$ cat config.mk
export PLATFORM = sky130hd
export DESIGN_NAME = sfdr_cell
export DESIGN_NICKNAME = d
export VERILOG_FILES = /design/src/sv/sfdr_pkg.sv /design/src/sv/sfdr_cell.sv
export SDC_FILE = /design/constraint.sdc
export NUM_CORES = 1
export LEC_CHECK = 0
export BUFFER_PORTS_ARGS = -buffer_cell sky130_fd_sc_hd__clkbuf_2
export CORE_UTILIZATION = 40
export CTS_CLUSTER_DIAMETER = 200
export DETAILED_ROUTE_END_ITERATION = 7
export PLACE_DENSITY = 0.63
export SLEW_MARGIN = 20
export SYNTH_ARGS = -nofsm -noshare
export SYNTH_HDL_FRONTEND = slang
export SYNTH_SLANG_ARGS = --single-unit
$ cat constraint.sdc
create_clock -name clk_i -period 2.6 [get_ports clk_i]
set_input_delay 0.13 -clock clk_i [delete_from_list [all_inputs] [get_ports clk_i]]
set_output_delay 0.13 -clock clk_i [all_outputs]
set_load 0.01 [all_outputs]
$ cat src/sv/sfdr_pkg.sv
// ----------------------------------------------------------------------------
// sfdr_pkg
// Types and constants shared by the set-filtered duplicate removal block.
// ----------------------------------------------------------------------------
package sfdr_pkg;

  localparam int unsigned VALUE_BITS = 32;
  localparam int unsigned COUNT_BITS = 16;

  // request mode codes
  localparam logic [1:0] MODE_CLEAR  = 2'd0;
  localparam logic [1:0] MODE_LOAD   = 2'd1;
  localparam logic [1:0] MODE_FILTER = 2'd2;

  typedef enum logic [1:0] {
    OP_NOP,
    OP_CLEAR,
    OP_LOAD,
    OP_FILTER
  } sfdr_op_e;

  typedef struct packed {
    logic [1:0]                   mode;
    logic signed [VALUE_BITS-1:0] value;
    logic                         last;
  } sfdr_req_t;

  typedef struct packed {
    logic signed [VALUE_BITS-1:0] element;
    logic                         keep;
    logic [COUNT_BITS-1:0]        kept_count;
    logic [COUNT_BITS-1:0]        removed_count;
    logic                         set_overflow;
    logic                         is_last;
  } sfdr_rsp_t;

  // token that walks the cell chain
  typedef struct packed {
    sfdr_op_e                op;
    logic [VALUE_BITS-1:0]   value;
    logic                    last;
    logic                    done;  // placed (load) or matched (filter)
    logic                    keep;
  } sfdr_tok_t;

endpackage

$ cat src/sv/sfdr_cell.sv
// ----------------------------------------------------------------------------
// sfdr_cell
// One set entry with its valid bit and seen mark; forwards the token.
// ----------------------------------------------------------------------------
module sfdr_cell (
  input  logic                 clk_i,
  input  logic                 rst_ni,
  input  logic                 advance_i,
  input  sfdr_pkg::sfdr_tok_t  tok_i,
  output sfdr_pkg::sfdr_tok_t  tok_o
);

  logic [sfdr_pkg::VALUE_BITS-1:0] val_q, val_d;
  logic                            vld_q, vld_d;
  logic                            seen_q, seen_d;
  sfdr_pkg::sfdr_tok_t             tok_q, tok_d;
  logic                            hit;
  logic                            free;

  assign hit  = vld_q && (val_q == tok_i.value) && !tok_i.done;
  assign free = !vld_q && !tok_i.done;

  always_comb begin
    tok_d  = tok_i;
    val_d  = val_q;
    vld_d  = vld_q;
    seen_d = seen_q;
    case (tok_i.op)
      sfdr_pkg::OP_CLEAR: begin
        vld_d  = 1'b0;
        seen_d = 1'b0;
      end
      sfdr_pkg::OP_LOAD: begin
        if (free) begin
          val_d      = tok_i.value;
          vld_d      = 1'b1;
          tok_d.done = 1'b1;
        end
      end
      sfdr_pkg::OP_FILTER: begin
        if (hit) begin
          tok_d.done = 1'b1;
          tok_d.keep = !seen_q;
          seen_d     = 1'b1;
        end
        // end of sequence: drop the mark once this element has passed
        if (tok_i.last) begin
          seen_d = 1'b0;
        end
      end
      default: ;
    endcase
  end

  always_ff @(posedge clk_i or negedge rst_ni) begin
    if (!rst_ni) begin
      vld_q  <= 1'b0;
      seen_q <= 1'b0;
      tok_q  <= '0;
    end else if (advance_i) begin
      vld_q  <= vld_d;
      seen_q <= seen_d;
      tok_q  <= tok_d;
    end
  end

  always_ff @(posedge clk_i) begin
    if (advance_i) begin
      val_q <= val_d;
    end
  end

  assign tok_o = tok_q;

  a_seen_needs_valid: assert property (@(posedge clk_i) disable iff (!rst_ni)
    !vld_q |-> !seen_q)
    else $error("seen mark set on an empty entry");

endmodule

# Word-level counts from Yosys, hierarchy flattened
# Cells that the tools add are included.
# op_classes
n_addsub	0
mul	0
div_mod_pow	0
n_lt_le_gt_ge	0
n_eq_ne	6
n_shift	0
muxes	9
n_bitwise	0
n_reduce_logical	11
# ops
op	n
$eq 32x32->1	1
$reduce_and 3->1	3
$pmux 1 s2	3
$mux 1	5
$eq 2x2->1 const B	2
$reduce_bool 2->1	2
$logic_and 1x1->1	3
$logic_not 1->1	3
$ne 3x3->1 const B	1
$eq 2x1->1 const B	1
$mux 2	1
$ne 2x2->1 const B	1
# word_totals
reg_bits	71
latch_bits	0
ram_bits	0
romBits	0
input_bits	40
output_inout_bits	37
elab_cells	34
n_memories	0

# Depth between registers and ports, before layout
# logic_depth
depth_word	6
mapped_depth	5
depth_no_buf	5

# Least setup slack after synthesis
# No wires, ideal clock.
# synth_timing
kind	input -> register
start	input advance_i
end	register val_q[0] (netlist bit) (enable)
setup_ps	425
t_arrival_ps	2192
t_required_ps	2175
slack_ps	-17
path_stages	4
path_buffers	2
path_cell_list	clkbuf_1 -> buf_2 -> nor3b_1 -> nor2b_1
# synth_between
elab_chain_len	1
# synth_lines
element	line	rtl
start: declaration	sfdr_cell.sv:8	input logic advance_i,
$reduce_and 3->1 (no line)	n/a	
end signal: assignment	sfdr_cell.sv:69	val_q <= val_d;
end: declaration	sfdr_cell.sv:13	logic [sfdr_pkg::VALUE_BITS-1:0] val_q, val_d;
# No other way between the ends.
# A chain may end at the register's enable or synchronous reset.

# Worst setup path in the final report
# layout_timing
start	input tok_i[15] (netlist bit)
end	register tok_q (netlist bit tok_o[0])
# layout_between
elab_chain_len	5
# layout_lines
element	line	rtl
start: declaration	sfdr_cell.sv:9	input sfdr_pkg::sfdr_tok_t tok_i,
$eq 32x32->1	sfdr_cell.sv:20	assign hit = vld_q && (val_q == tok_i.value) && !tok_i.done;
$logic_and 1x1->1 (2 in a row)	sfdr_cell.sv:20	
$mux 2	sfdr_cell.sv:41	if (hit) begin
$mux 1	sfdr_cell.sv:28	case (tok_i.op)
end signal: assignment	sfdr_cell.sv:63	tok_q <= tok_d;
end: declaration	sfdr_cell.sv:16	sfdr_pkg::sfdr_tok_t tok_q, tok_d;
# No other way between the ends.

==> run_results.csv <==
group,metric,value,unit
sta,worst_pin_slew,902,ps
sta,fin_hold_ws,20.3,ps
logic_synthesis,yosysTopAreaCellShare,34.1,%
clocking,tritoncts,"yes",
setup_path,cp-start-kind,"primary input",
logic_synthesis,ys_ff_latch,71,
sta,hold_viol_final,0,
logic_synthesis,ys_seq_area_share,67.7,%
route,vias_per_cell,4.63,
clocking,cts_root_buffer,"clkbuf_8",
logic_synthesis,async_flop_share,54.9,%
power,power_frac_seq,48.7,%
logic_synthesis,synth.distinct_cells,25,
setup_path,slowest_stage,"dlygate4sd3_1",
setup_path,critPathCaptureType,"register",
placement,numPortBuffers,76,
logic_synthesis,synth_compound_area_share,1.49,%
die,fp-row-count,30,
logic_synthesis,synth_top_family_by_area,"multiplexers",
logic_synthesis,netlist_instances,183,
grt,grtUsageTotal,15.5,%
sta,slew-limit-headroom,39.8,%
sta,setup_tns,0,ps
die,die_w,86.5,µm
grt,grt_first_pass_wirelength,8580,µm
route,drt_iter0_drc,48,
setup_path,crit_fanout,4,
power,p_total,2.61,mW
logic_synthesis,synthTopCellsByArea,"dfrtp_1 34%, edfxtp_1 34%, mux2_2 13%",
job,cap_viol_max_count,0,
setup_path,critPathBufInv,2,
grt,grt_max_degree,41,
power,leakage,1.50,nW
grt,grt_antenna_before_repair,0,
sta,skew,7.52,ps
route,wl_per_cell,13.6,µm
clocking,tritoncts.num_buffers,9,
logic_synthesis,syn-num-nets,223,
cells_and_area,nFillCells,590,
clocking,h-tree-depth,3,
logic_synthesis,yosys.area_share.xor_xnor,9.80,%
die,dieArea,7490,µm²
sta,finalSetupViolations,0,
logic_synthesis,synth_area_per_cell,15.6,µm²
logic_synthesis,synth-adder-area-share,0,%
route,remaining_drc_errors,0,
power,switchingPower,0.570,mW
logic_synthesis,yosysTopAreaCell,"dfrtp_1",
clocking,cts_resized,0,
placement,dp_hpwl,3600,µm
power,combinationalPowerShare,10.5,%
cells_and_area,seqCellArea,1940,µm²
setup_path,path_delay_family,"buffers and inverters",
sta,fmax,608,MHz
setup_path,worstPathRequired,2780,ps
cells_and_area,nets,310,
route,first_pass_iters,4,
logic_synthesis,ys.flop_type,"dfrtp_1",
die,core,6830,µm²
cells_and_area,multi_input_area,892,µm²
power,sw_frac_of_total,21.8,%
clocking,cts_sinks,71,
placement,place_ws,979,ps
die,start_util,41.8,%
placement,place_area,3360,µm²
logic_synthesis,synth.area.mux_share,13.4,%
cells_and_area,final_core_util,53.2,%
sta,setup_slack,956,ps
cells_and_area,drive_above_1_share,47.3,%
logic_synthesis,synthSimpleGateAreaFrac,6.26,%
logic_synthesis,synth_enable_flop_cells,32,
sta,slew_violations,0,
die,num_io_pins,77,
logic_synthesis,synth_warnings,0,
sta,rsz0062_at_grt,"no",
power,p_per_area,718,nW/µm²
placement,place.gp.congestion,0.708,
grt,grt_remaining_overflow,0,
logic_synthesis,synth_area,2860,µm²
sta,fin_crit,1640,ps
setup_path,cp_cell_sequence,"dlygate4sd3_1 > clkbuf_2 > xor2_1 > nor4_1 > and3_1 > a41o_2 > a31oi_1",
placement,placed_cells,352,
die,die_h,86.5,µm
cells_and_area,diodes,0,
route,vias,1718,
power,vdd.ir_drop.worst,0.424,mV
setup_path,slowest_delay,530,ps
worst_hold_path,hp-class,"in -> reg",
status,status,"completed",
setup_path,crit_arrival,1830,ps
sta,period_share,63.2,%
clocking,clkTransAtPathRegs,70,ps
cells_and_area,final_cells,371,
setup_path,critical_path_class,"in -> reg",
grt,grt_pass1_vias,1694,
power,internal-power,2.04,mW
cells_and_area,design_area,3630,µm²
power,power_frac_clock,40.8,%
clocking,cts_buffer_depth,2,
route,routed_wl,5050,µm
clocking,worstSkewPairLatency,330,ps
cells_and_area,area_growth,27.1,%
route,ant_nets,0,
sequential cells by signal (all words and copies together) (netlist names):
| name | count |
|---|---|
| val_q | 32 |
| vld_q | 1 |
| seen_q | 1 |
| tok_o | 37 |
cells in the final DEF (no fill, tap or decap):
cell / n
a21oi_1: 3
a31oi_1: 1
a41o_2: 1
and2_1: 1
and3_1: 1
buf_2: 1
buf_4: 2
bufinv_16: 3
clkbuf_1: 1
clkbuf_2: 75
clkbuf_8: 10
clkinv_2: 1
dfrtp_1: 39
dlygate4sd3_1: 3
edfxtp_1: 32
inv_1: 4
inv_6: 1
mux2_2: 34
nand2_1: 4
nand2b_1: 1
nand3_1: 1
nand4_1: 9
nor2_1: 5
nor2b_4: 1
nor3_1: 2
nor3b_1: 2
nor4_1: 2
nor4_4: 1
o21ai_0: 2
xnor2_1: 28
xor2_1: 4
cell type report:
type                            count  share of cell area, %
Inverter                            4                  0.413
Multi-Input combinational cell    103                   24.5
Clock inverter                      5                   2.86
Clock buffer                       11                   3.89
Tap cell                           96                   3.30
Sequential cell                    71                   53.3
Timing Repair Buffer               81                   11.7
worst paths after layout:
| kind | startpoint | endpoint | slack [ps] | depth (start not counted) |
|---|---|---|---|---|
| setup reg to reg | vld_q | val_q[30] | 980 | 3 |
| hold / removal | tok_i[26] | val_q[23] | 20 | 1 |
| max in group asynchronous | rst_ni | vld_q | 1560 | 2 |
| hold reg to reg | tok_o[32] | tok_o[32] | 510 | 1 |
| min in group asynchronous | rst_ni | tok_o[19] | 460 | 2 |
| setup / recovery | tok_i[15] | tok_o[0] | 960 | 7 |
cells in the mapped netlist, types with 2 or more instances:
library cell and number:
a21oi_1 3, buf_2 3, dfrtp_1 39, edfxtp_1 32, inv_1 4, mux2_2 34, nand2_1 4, nand4_1 9
nor2_1 5, nor3_1 2, nor3b_1 2, nor4_1 2, o21ai_0 2, xnor2_1 28, xor2_1 4
logic make-up (layout without fill, tap and decap cells):
group	after synthesis	in the layout
xor+xnor	32	32
compound gates	7	7
mux	34	34
simple gates	30	30
buf+inv	9	101
flops	71	71
routing by layer:
metal	vias to the layer above	routed length (µm)	global-route usage, %
met2	48	2270	22.6
met1	827	2490	21.5
met4	0	91	8.64
met5	-	0	0
met3	9	202	3.71
li1	834	-	-
worst register-to-register path, cell delays in order, from the launching register on:
cell      delay [ps]
dfrtp_1          400
nand2b_1         200
nor2b_4          350
buf_4            350
power groups by stage:
stage	Sequential, mW	Combinational, mW	Clock [mW]
after floorplan	1.32	0.109	0
after global placement	1.29	0.272	0
after detailed placement	1.30	0.277	0
after CTS	1.27	0.280	1.10
after global routing	1.28	0.306	1.15
final	1.27	0.274	1.07
repair_timing:
item / 4_1_cts / 5_1_grt
endpoints found under the hold margin: 27 / 1
setup buffers: 0 / 0
hold buffers: 2 / 1
(Power assumes the default switching activity.)
