### config.mk
export PLATFORM = sky130hd
export DESIGN_NAME = sfdr_tail
export DESIGN_NICKNAME = d
export VERILOG_FILES = /design/src/sv/sfdr_pkg.sv /design/src/sv/sfdr_tail.sv
export SDC_FILE = /design/constraint.sdc
export NUM_CORES = 1
export LEC_CHECK = 0
export BUFFER_PORTS_ARGS = -buffer_cell sky130_fd_sc_hd__buf_2
export CAP_MARGIN = 25
export CORE_UTILIZATION = 54
export CTS_CLUSTER_DIAMETER = 50
export CTS_CLUSTER_SIZE = 40
export DETAILED_ROUTE_END_ITERATION = 6
export PLACE_DENSITY = 0.8
export SKIP_CTS_REPAIR_TIMING = 1
export SLEW_MARGIN = 20
export SYNTH_ARGS = -nofsm -noshare
export SYNTH_HDL_FRONTEND = slang
export SYNTH_SLANG_ARGS = --single-unit
### constraint.sdc
create_clock -name clk_i -period 3 [get_ports clk_i]
set_input_delay 0.45 -clock clk_i [delete_from_list [all_inputs] [get_ports clk_i]]
set_output_delay 0.45 -clock clk_i [all_outputs]
set_load 0.005 [all_outputs]
### src/sv/sfdr_pkg.sv
// ----------------------------------------------------------------------------
// sfdr_pkg
// Types and constants shared by the set-filtered duplicate removal block.
// ----------------------------------------------------------------------------
package sfdr_pkg;

  localparam int unsigned VALUE_BITS = 32;
  localparam int unsigned COUNT_BITS = 16;

  // request mode codes
  localparam logic [1:0] MODE_CLEAR  = 2'd0;
  localparam logic [1:0] MODE_LOAD   = 2'd1;
  localparam logic [1:0] MODE_FILTER = 2'd2;

  typedef enum logic [1:0] {
    OP_NOP,
    OP_CLEAR,
    OP_LOAD,
    OP_FILTER
  } sfdr_op_e;

  typedef struct packed {
    logic [1:0]                   mode;
    logic signed [VALUE_BITS-1:0] value;
    logic                         last;
  } sfdr_req_t;

  typedef struct packed {
    logic signed [VALUE_BITS-1:0] element;
    logic                         keep;
    logic [COUNT_BITS-1:0]        kept_count;
    logic [COUNT_BITS-1:0]        removed_count;
    logic                         set_overflow;
    logic                         is_last;
  } sfdr_rsp_t;

  // token that walks the cell chain
  typedef struct packed {
    sfdr_op_e                op;
    logic [VALUE_BITS-1:0]   value;
    logic                    last;
    logic                    done;  // placed (load) or matched (filter)
    logic                    keep;
  } sfdr_tok_t;

endpackage

### src/sv/sfdr_tail.sv
// ----------------------------------------------------------------------------
// sfdr_tail
// End of the chain: running counts, overflow flag and the output register.
// ----------------------------------------------------------------------------
module sfdr_tail (
  input  logic                 clk_i,
  input  logic                 rst_ni,
  input  sfdr_pkg::sfdr_tok_t  tok_i,
  input  logic                 stall_i,
  output logic                 advance_o,
  output logic                 out_valid_o,
  output sfdr_pkg::sfdr_rsp_t  out_o
);

  logic [sfdr_pkg::COUNT_BITS-1:0] kept_q, kept_d, kept_n;
  logic [sfdr_pkg::COUNT_BITS-1:0] rem_q, rem_d, rem_n;
  logic                            ovf_q, ovf_d;
  logic                            out_valid_q, out_valid_d;
  sfdr_pkg::sfdr_rsp_t             out_q, out_d;
  logic                            advance;

  assign advance   = !out_valid_q || !stall_i;
  assign advance_o = advance;

  always_comb begin
    kept_n = kept_q;
    rem_n  = rem_q;
    if (tok_i.keep) begin
      kept_n = (kept_q == '1) ? kept_q : kept_q + {{(sfdr_pkg::COUNT_BITS-1){1'b0}}, 1'b1};
    end else begin
      rem_n = (rem_q == '1) ? rem_q : rem_q + {{(sfdr_pkg::COUNT_BITS-1){1'b0}}, 1'b1};
    end
  end

  always_comb begin
    kept_d            = kept_q;
    rem_d             = rem_q;
    ovf_d             = ovf_q;
    out_valid_d       = out_valid_q;
    out_d             = out_q;
    out_d.element     = tok_i.value;
    out_d.keep        = tok_i.keep;
    out_d.kept_count  = kept_n;
    out_d.removed_count = rem_n;
    out_d.set_overflow  = ovf_q;
    out_d.is_last       = tok_i.last;
    if (advance) begin
      out_valid_d = (tok_i.op == sfdr_pkg::OP_FILTER);
      case (tok_i.op)
        sfdr_pkg::OP_CLEAR: begin
          kept_d = '0;
          rem_d  = '0;
          ovf_d  = 1'b0;
        end
        sfdr_pkg::OP_LOAD: begin
          // a load that found no free entry was dropped
          if (!tok_i.done) begin
            ovf_d = 1'b1;
          end
        end
        sfdr_pkg::OP_FILTER: begin
          kept_d = tok_i.last ? '0 : kept_n;
          rem_d  = tok_i.last ? '0 : rem_n;
        end
        default: ;
      endcase
    end
  end

  always_ff @(posedge clk_i or negedge rst_ni) begin
    if (!rst_ni) begin
      kept_q      <= '0;
      rem_q       <= '0;
      ovf_q       <= 1'b0;
      out_valid_q <= 1'b0;
    end else begin
      kept_q      <= kept_d;
      rem_q       <= rem_d;
      ovf_q       <= ovf_d;
      out_valid_q <= out_valid_d;
    end
  end

  always_ff @(posedge clk_i) begin
    if (advance) begin
      out_q <= out_d;
    end
  end

  assign out_valid_o = out_valid_q;
  assign out_o       = out_q;

  a_keep_counted: assert property (@(posedge clk_i) disable iff (!rst_ni)
    out_valid_q && out_q.keep |-> out_q.kept_count != '0)
    else $error("kept element with zero kept count");

  a_drop_counted: assert property (@(posedge clk_i) disable iff (!rst_ni)
    out_valid_q && !out_q.keep |-> out_q.removed_count != '0)
    else $error("removed element with zero removed count");

  a_clear_ovf: assert property (@(posedge clk_i) disable iff (!rst_ni)
    advance && tok_i.op == sfdr_pkg::OP_CLEAR |=> !ovf_q)
    else $error("overflow flag survived a clear");

  a_filter_out: assert property (@(posedge clk_i) disable iff (!rst_ni)
    advance && tok_i.op == sfdr_pkg::OP_FILTER |=> out_valid_q)
    else $error("filter request produced no result");

endmodule

# Word level (Yosys, flattened, before mapping)
# Cells that the tools add are included.
# classes
muxes,10
n_eq_ne,6
addsub,2
n_reduce_logical,7
# op_table
op,count
16-bit 2-to-1 mux,6
16-bit case mux with 2 select lines,2
"16-bit by 1-bit adder with 16-bit output, second input constant",2
"16-bit == test, second input constant",2
"2-bit == test, second input constant",2
2-bit nonzero test,2
3-bit AND reduction,1
"2-bit by 1-bit == test with 1-bit output, second input constant",1
1-bit logical NOT,2
"2-bit inequality test, second input constant",1
1-bit case mux with 2 select lines,1
2-bit AND reduction,1
1-bit logical OR,1
1-bit 2-to-1 mux,1
# word_totals
elab_cells,35
regBits,101
input_bits,40
output_inout_bits,69

# Depth between registers and ports, before layout
# depth
ltp_word,5
depth_mapped,6
depth_no_buf,5

# Least setup slack after synthesis
# No wires, ideal clock.
# synth_path
path_type,in2reg
start,in stall_i
end,reg ovf_q
setup_slack_ns,0.587
stages,4
path_buffers,0
setup_ns,0.131
arrival_time_ns,2.281
t_required_ns,2.869
cell_sequence,nand2_1 inv_1 o21ai_0 o21ai_0
# synth_between
elab_chain_cells,3
# synth_rtl
element,line,source
from (decl),sfdr_tail.sv:9,"input logic stall_i,"
1-bit logical NOT,sfdr_tail.sv:22,assign advance = !out_valid_q || !stall_i;
1-bit logical OR,sfdr_tail.sv:22,
3-bit AND reduction (no line),n/a,
to (signal assigned),sfdr_tail.sv:79,ovf_q <= ovf_d;
to (decl),sfdr_tail.sv:17,"logic ovf_q, ovf_d;"
# Every way passes these cells.
# A chain may end at the register's enable or synchronous reset.

# Worst setup path after layout
# layout_path
start,reg rem_q[4] (netlist name)
end,"reg out_q, in the netlist out_o[17] (data pin)"
# layout_between
elab_chain_cells,3
elab_cells_between_ends,4
cone_classes,1 x add/sub; 1 x eq/ne; 2 x mux
# layout_rtl
element,line,source
from (decl),sfdr_tail.sv:16,"logic [sfdr_pkg::COUNT_BITS-1:0] rem_q, rem_d, rem_n;"
from (signal assigned),sfdr_tail.sv:78,rem_q <= rem_d;
16-bit by 1-bit adder with 16-bit output or 16-bit == test (tied branches),sfdr_tail.sv:31,"rem_n = (rem_q == '1) ? rem_q : rem_q + {{(sfdr_pkg::COUNT_BITS-1){1'b0}}, 1'b1};"
16-bit 2-to-1 mux *,sfdr_tail.sv:31,
16-bit 2-to-1 mux *,sfdr_tail.sv:28,if (tok_i.keep) begin
net rem_n (one bit),sfdr_tail.sv:16,
to (signal assigned),sfdr_tail.sv:86,out_q <= out_d;
to (decl),sfdr_tail.sv:19,"sfdr_pkg::sfdr_rsp_t out_q, out_d;"
# The timed path passes the listed nets; every way through them passes the cells marked *.

==> report_table.html <==
<table>
<tr><th>Metric</th><th>Value</th></tr>
<tr><th colspan="2">Clock tree</th></tr>
<tr><td>CTS sink cnt</td><td>101</td></tr>
<tr><td>Clock root buffer master</td><td>sky130_fd_sc_hd__clkbuf_8</td></tr>
<tr><td>Clock buffer count from CTS</td><td>9</td></tr>
<tr><td>Skew-Pair Late Insertion Delay</td><td>0.37 ns</td></tr>
<tr><td>TritonCTS clock tree</td><td>done</td></tr>
<tr><td>Worst-case clock buffer depth</td><td>2</td></tr>
<tr><td>H-tree Lvls</td><td>3</td></tr>
<tr><td>Clock transition time at the flip-flop clock pins of the worst setup and hold paths</td><td>0.10 ns</td></tr>
<tr><th colspan="2">Floorplan</th></tr>
<tr><td>Core Rows</td><td>34</td></tr>
<tr><td>Die Height</td><td>96.6 um</td></tr>
<tr><td>I/O pin cnt</td><td>109</td></tr>
<tr><td>Starting density of the core</td><td>0.557</td></tr>
<tr><td>Core region area</td><td>8680 um2</td></tr>
<tr><td>Die W</td><td>96.6 um</td></tr>
<tr><td>Full die area</td><td>9330 um2</td></tr>
<tr><th colspan="2">Pwr</th></tr>
<tr><td>Worst ir drop on vdd</td><td>0.000233 V</td></tr>
<tr><td>Switch Pwr</td><td>630 uW</td></tr>
<tr><td>Share of power burned in combinational logic</td><td>0.078</td></tr>
<tr><td>Proportion of power drawn by flip-flops and latches</td><td>0.606</td></tr>
<tr><td>Leak pwr</td><td>0.00237 uW</td></tr>
<tr><td>Net switching fraction of the power</td><td>0.240</td></tr>
<tr><td>Cell internal power dissipation</td><td>1990 uW</td></tr>
<tr><td>Clock power frac</td><td>0.316</td></tr>
<tr><td>Power per standard cell area</td><td>474 nW/um2</td></tr>
<tr><th colspan="2">Yosys</th></tr>
<tr><td>Top flip-flop cell by instance count after synthesis</td><td>sky130_fd_sc_hd__edfxtp_1</td></tr>
<tr><td>Mapped Area</td><td>4830 um2</td></tr>
<tr><td>Count of flip-flops with a built-in enable after synthesis</td><td>67</td></tr>
<tr><td>Synthesis Warnings</td><td>0</td></tr>
<tr><td>Yosys reg bits</td><td>101</td></tr>
<tr><td>Area contributors post-synth</td><td>sky130_fd_sc_hd__edfxtp_1, sky130_fd_sc_hd__dfrtp_1, sky130_fd_sc_hd__xnor2_1, sky130_fd_sc_hd__nand2_1, sky130_fd_sc_hd__nand3_1</td></tr>
<tr><td>Number of distinct standard cells referenced by the synthesized netlist</td><td>69</td></tr>
<tr><td>Post-Synthesis Net Count</td><td>437</td></tr>
<tr><td>Post-synth top area share</td><td>0.416</td></tr>
<tr><td>Cell count after synthesis</td><td>395</td></tr>
<tr><td>Sequential fraction of the synthesis area</td><td>0.592</td></tr>
<tr><td>Library cell with the largest summed area after synthesis</td><td>sky130_fd_sc_hd__edfxtp_1</td></tr>
<tr><td>Share of synthesized registers carrying an async set or reset</td><td>0.337</td></tr>
<tr><td>Mean instance size in the synthesized netlist</td><td>12.2 um2</td></tr>
<tr><th colspan="2">Setup path</th></tr>
<tr><td>Data required time of the critical path</td><td>3.13 ns</td></tr>
<tr><td>Crit path arrival time</td><td>2.38 ns</td></tr>
<tr><td>Critical path launch point</td><td>rem_q[4]</td></tr>
<tr><td>Critical path endpoint category</td><td>register</td></tr>
<tr><td>Largest fanout on the critical path</td><td>12</td></tr>
<tr><td>Family of cells with the greatest summed delay on the critical path</td><td>simple AND/OR/NAND/NOR gates</td></tr>
<tr><td>Reg-to-reg critical path startpoint</td><td>rem_q[4]</td></tr>
<tr><td>Crit path buf inv count</td><td>0</td></tr>
<tr><td>Classification of the worst setup path</td><td>reg2reg</td></tr>
<tr><td>Peak per-stage delay on the critical path</td><td>0.53 ns</td></tr>
<tr><td>Critical-path cell list</td><td>nand4_1 &gt; nor4_1 &gt; and3_2 &gt; mux2_2</td></tr>
<tr><td>Slowest cell on crit path</td><td>sky130_fd_sc_hd__dfrtp_1</td></tr>
<tr><td>Worst setup SP type</td><td>register</td></tr>
<tr><th colspan="2">Timing</th></tr>
<tr><td>Final Max Tran Viols</td><td>0</td></tr>
<tr><td>Setup repair after global routing missed its margin</td><td>no</td></tr>
<tr><td>Worst rel slew slack</td><td>0.460</td></tr>
<tr><td>Tightest hold margin</td><td>0.165 ns</td></tr>
<tr><td>Clock period minus final worst setup slack</td><td>2.25 ns</td></tr>
<tr><td>Summed negative setup slack over all endpoints</td><td>0 ns</td></tr>
<tr><td>Final setup vio count</td><td>0</td></tr>
<tr><td>Ratio of final minimum period to clock period</td><td>0.751</td></tr>
<tr><td>Setup clock skew after layout</td><td>0.0109 ns</td></tr>
<tr><td>Timing-limited maximum frequency</td><td>0.444 GHz</td></tr>
<tr><td>Final Hold Vio Count</td><td>0</td></tr>
<tr><td>Slew @ Worst Pin</td><td>0.809 ns</td></tr>
<tr><th colspan="2">GRT</th></tr>
<tr><td>Vias in the first global route</td><td>3203</td></tr>
<tr><td>Largest net degree at the start of global routing</td><td>35</td></tr>
<tr><td>Global-route wire length before repair</td><td>15.5 mm</td></tr>
<tr><td>Total Routing Usage GR</td><td>0.219</td></tr>
<tr><td>Remaining Overflow, GRT</td><td>0</td></tr>
<tr><td>Number of antenna violations at the first check in global routing</td><td>0</td></tr>
<tr><th colspan="2">Routing</th></tr>
<tr><td>Remaining design rule violation count</td><td>0</td></tr>
<tr><td>Count of vias placed by the detailed router</td><td>3630</td></tr>
<tr><td>Average via count per standard cell</td><td>6.08</td></tr>
<tr><td>Initial DRT Pass Iterations</td><td>5</td></tr>
<tr><td>Routed wire length per instance</td><td>16.6 um</td></tr>
<tr><td>Residual antenna-violating net count after detailed routing</td><td>0</td></tr>
<tr><td>Detailed router's first-iteration violation count</td><td>301</td></tr>
<tr><td>Aggregate routed wire length</td><td>9.94 mm</td></tr>
<tr><th colspan="2">Layout</th></tr>
<tr><td>Share of cells above drive strength 1</td><td>0.313</td></tr>
<tr><td>Filler Cell Count</td><td>655</td></tr>
<tr><td>Final-stage net count</td><td>526</td></tr>
<tr><td>Count of inserted antenna diode cells</td><td>0</td></tr>
<tr><td>Highest-count cells in the layout ignoring fill and taps</td><td>sky130_fd_sc_hd__buf_2, sky130_fd_sc_hd__edfxtp_1, sky130_fd_sc_hd__nand2_1</td></tr>
<tr><td>Area growth syn-to-layout</td><td>14.3%</td></tr>
<tr><td>Most common cell after layout, fill and taps aside</td><td>sky130_fd_sc_hd__buf_2</td></tr>
<tr><td>FF+latch area</td><td>2860 um2</td></tr>
<tr><td>Area of the multi-input gates</td><td>1740 um2</td></tr>
<tr><th colspan="2">Status</th></tr>
<tr><td>Run status</td><td>complete, no violations</td></tr>
<tr><th colspan="2">Hold path</th></tr>
<tr><td>Worst hold path type</td><td>in2async</td></tr>
<tr><th colspan="2">Place</th></tr>
<tr><td>Quantity of I/O buffers inserted on ports</td><td>108</td></tr>
<tr><td>Placer congestion estimate</td><td>0.861</td></tr>
<tr><td>DP Wirelength</td><td>6.72 mm</td></tr>
<tr><th colspan="2">Flow run</th></tr>
<tr><td>Max-cap viol count</td><td>0</td></tr>
</table>
## state kept, by name, summed over array words and instances, names as in the netlist
name / count
out_valid_o: 1
rem_q: 16
out_o: 67
ovf_q: 1
kept_q: 16
## worst paths after layout
path	endpoint	slack, ns	cells after the start
max	out_o[17]	0.75	4
min	rem_q[5]	0.16	1
max reg2reg	out_o[17]	0.75	4
min reg2reg	out_o[1]	0.49	0
max in group asynchronous	ovf_q	2.31	1
min in group clk_i	out_o[64]	0.25	1
## metal layers
layer,part of all wire,vias up,global-route usage
li1,-,1707,-
met1,0.44,1720,0.306
met2,0.47,181,0.344
met3,0.071,22,0.0297
met4,0.020,0,0.0931
met5,0,-,0
## power groups by stage
stage | clock network (uW) | logic [uW] | registers (uW)
2_1_floorplan | 0 | 72.6 | 1630
3_3_place_gp | 0 | 200 | 1620
3_5_place_dp | 0 | 206 | 1620
4_1_cts | 842 | 207 | 1590
5_1_grt | 901 | 230 | 1600
6_report | 828 | 204 | 1590
## cell type report
cell class                      instances  share of cell area
Clock buffer                           10              0.0249
Sequential cell                       101               0.518
Multi-Input combinational cell        253               0.314
Timing Repair Buffer                  113               0.105
Clock inverter                          6             0.00974
Tap cell                              108              0.0245
Inverter                                6             0.00408
## per-stage QoR
step	area [um2]	instances	total power [uW]	util	setup WS, ns
6_report	5530	597	2620	0.637	0.747
5_1_grt	5530	597	2730	0.637	0.540
4_1_cts	5530	597	2640	0.637	0.799
3_5_place_dp	5330	581	1830	0.615	0.736
3_3_place_gp	5330	581	1820	0.615	0.840
2_1_floorplan	4830	395	1710	-	0.587
## Yosys cell counts (all sizes together), types with 11 or more instances
master  instances
nand2          36
xnor2          17
buf            23
a31oi          11
nor2           11
clkbuf         12
dfrtp          34
nor3           12
nand4          13
edfxtp         67
o21ai          13
nand3          23
## logic make-up (layout without fill, tap and decap cells)
kind of cell	count (synthesis)	count (layout)	synth area share
fa+ha+maj	2	2	0.00518
xor+xnor	24	24	0.0435
compound gates	89	89	0.143
mux	3	3	0.00673
flops	101	101	0.592
buf+inv	41	135	0.0495
simple gates	135	135	0.159
(Power assumes the default switching activity.)
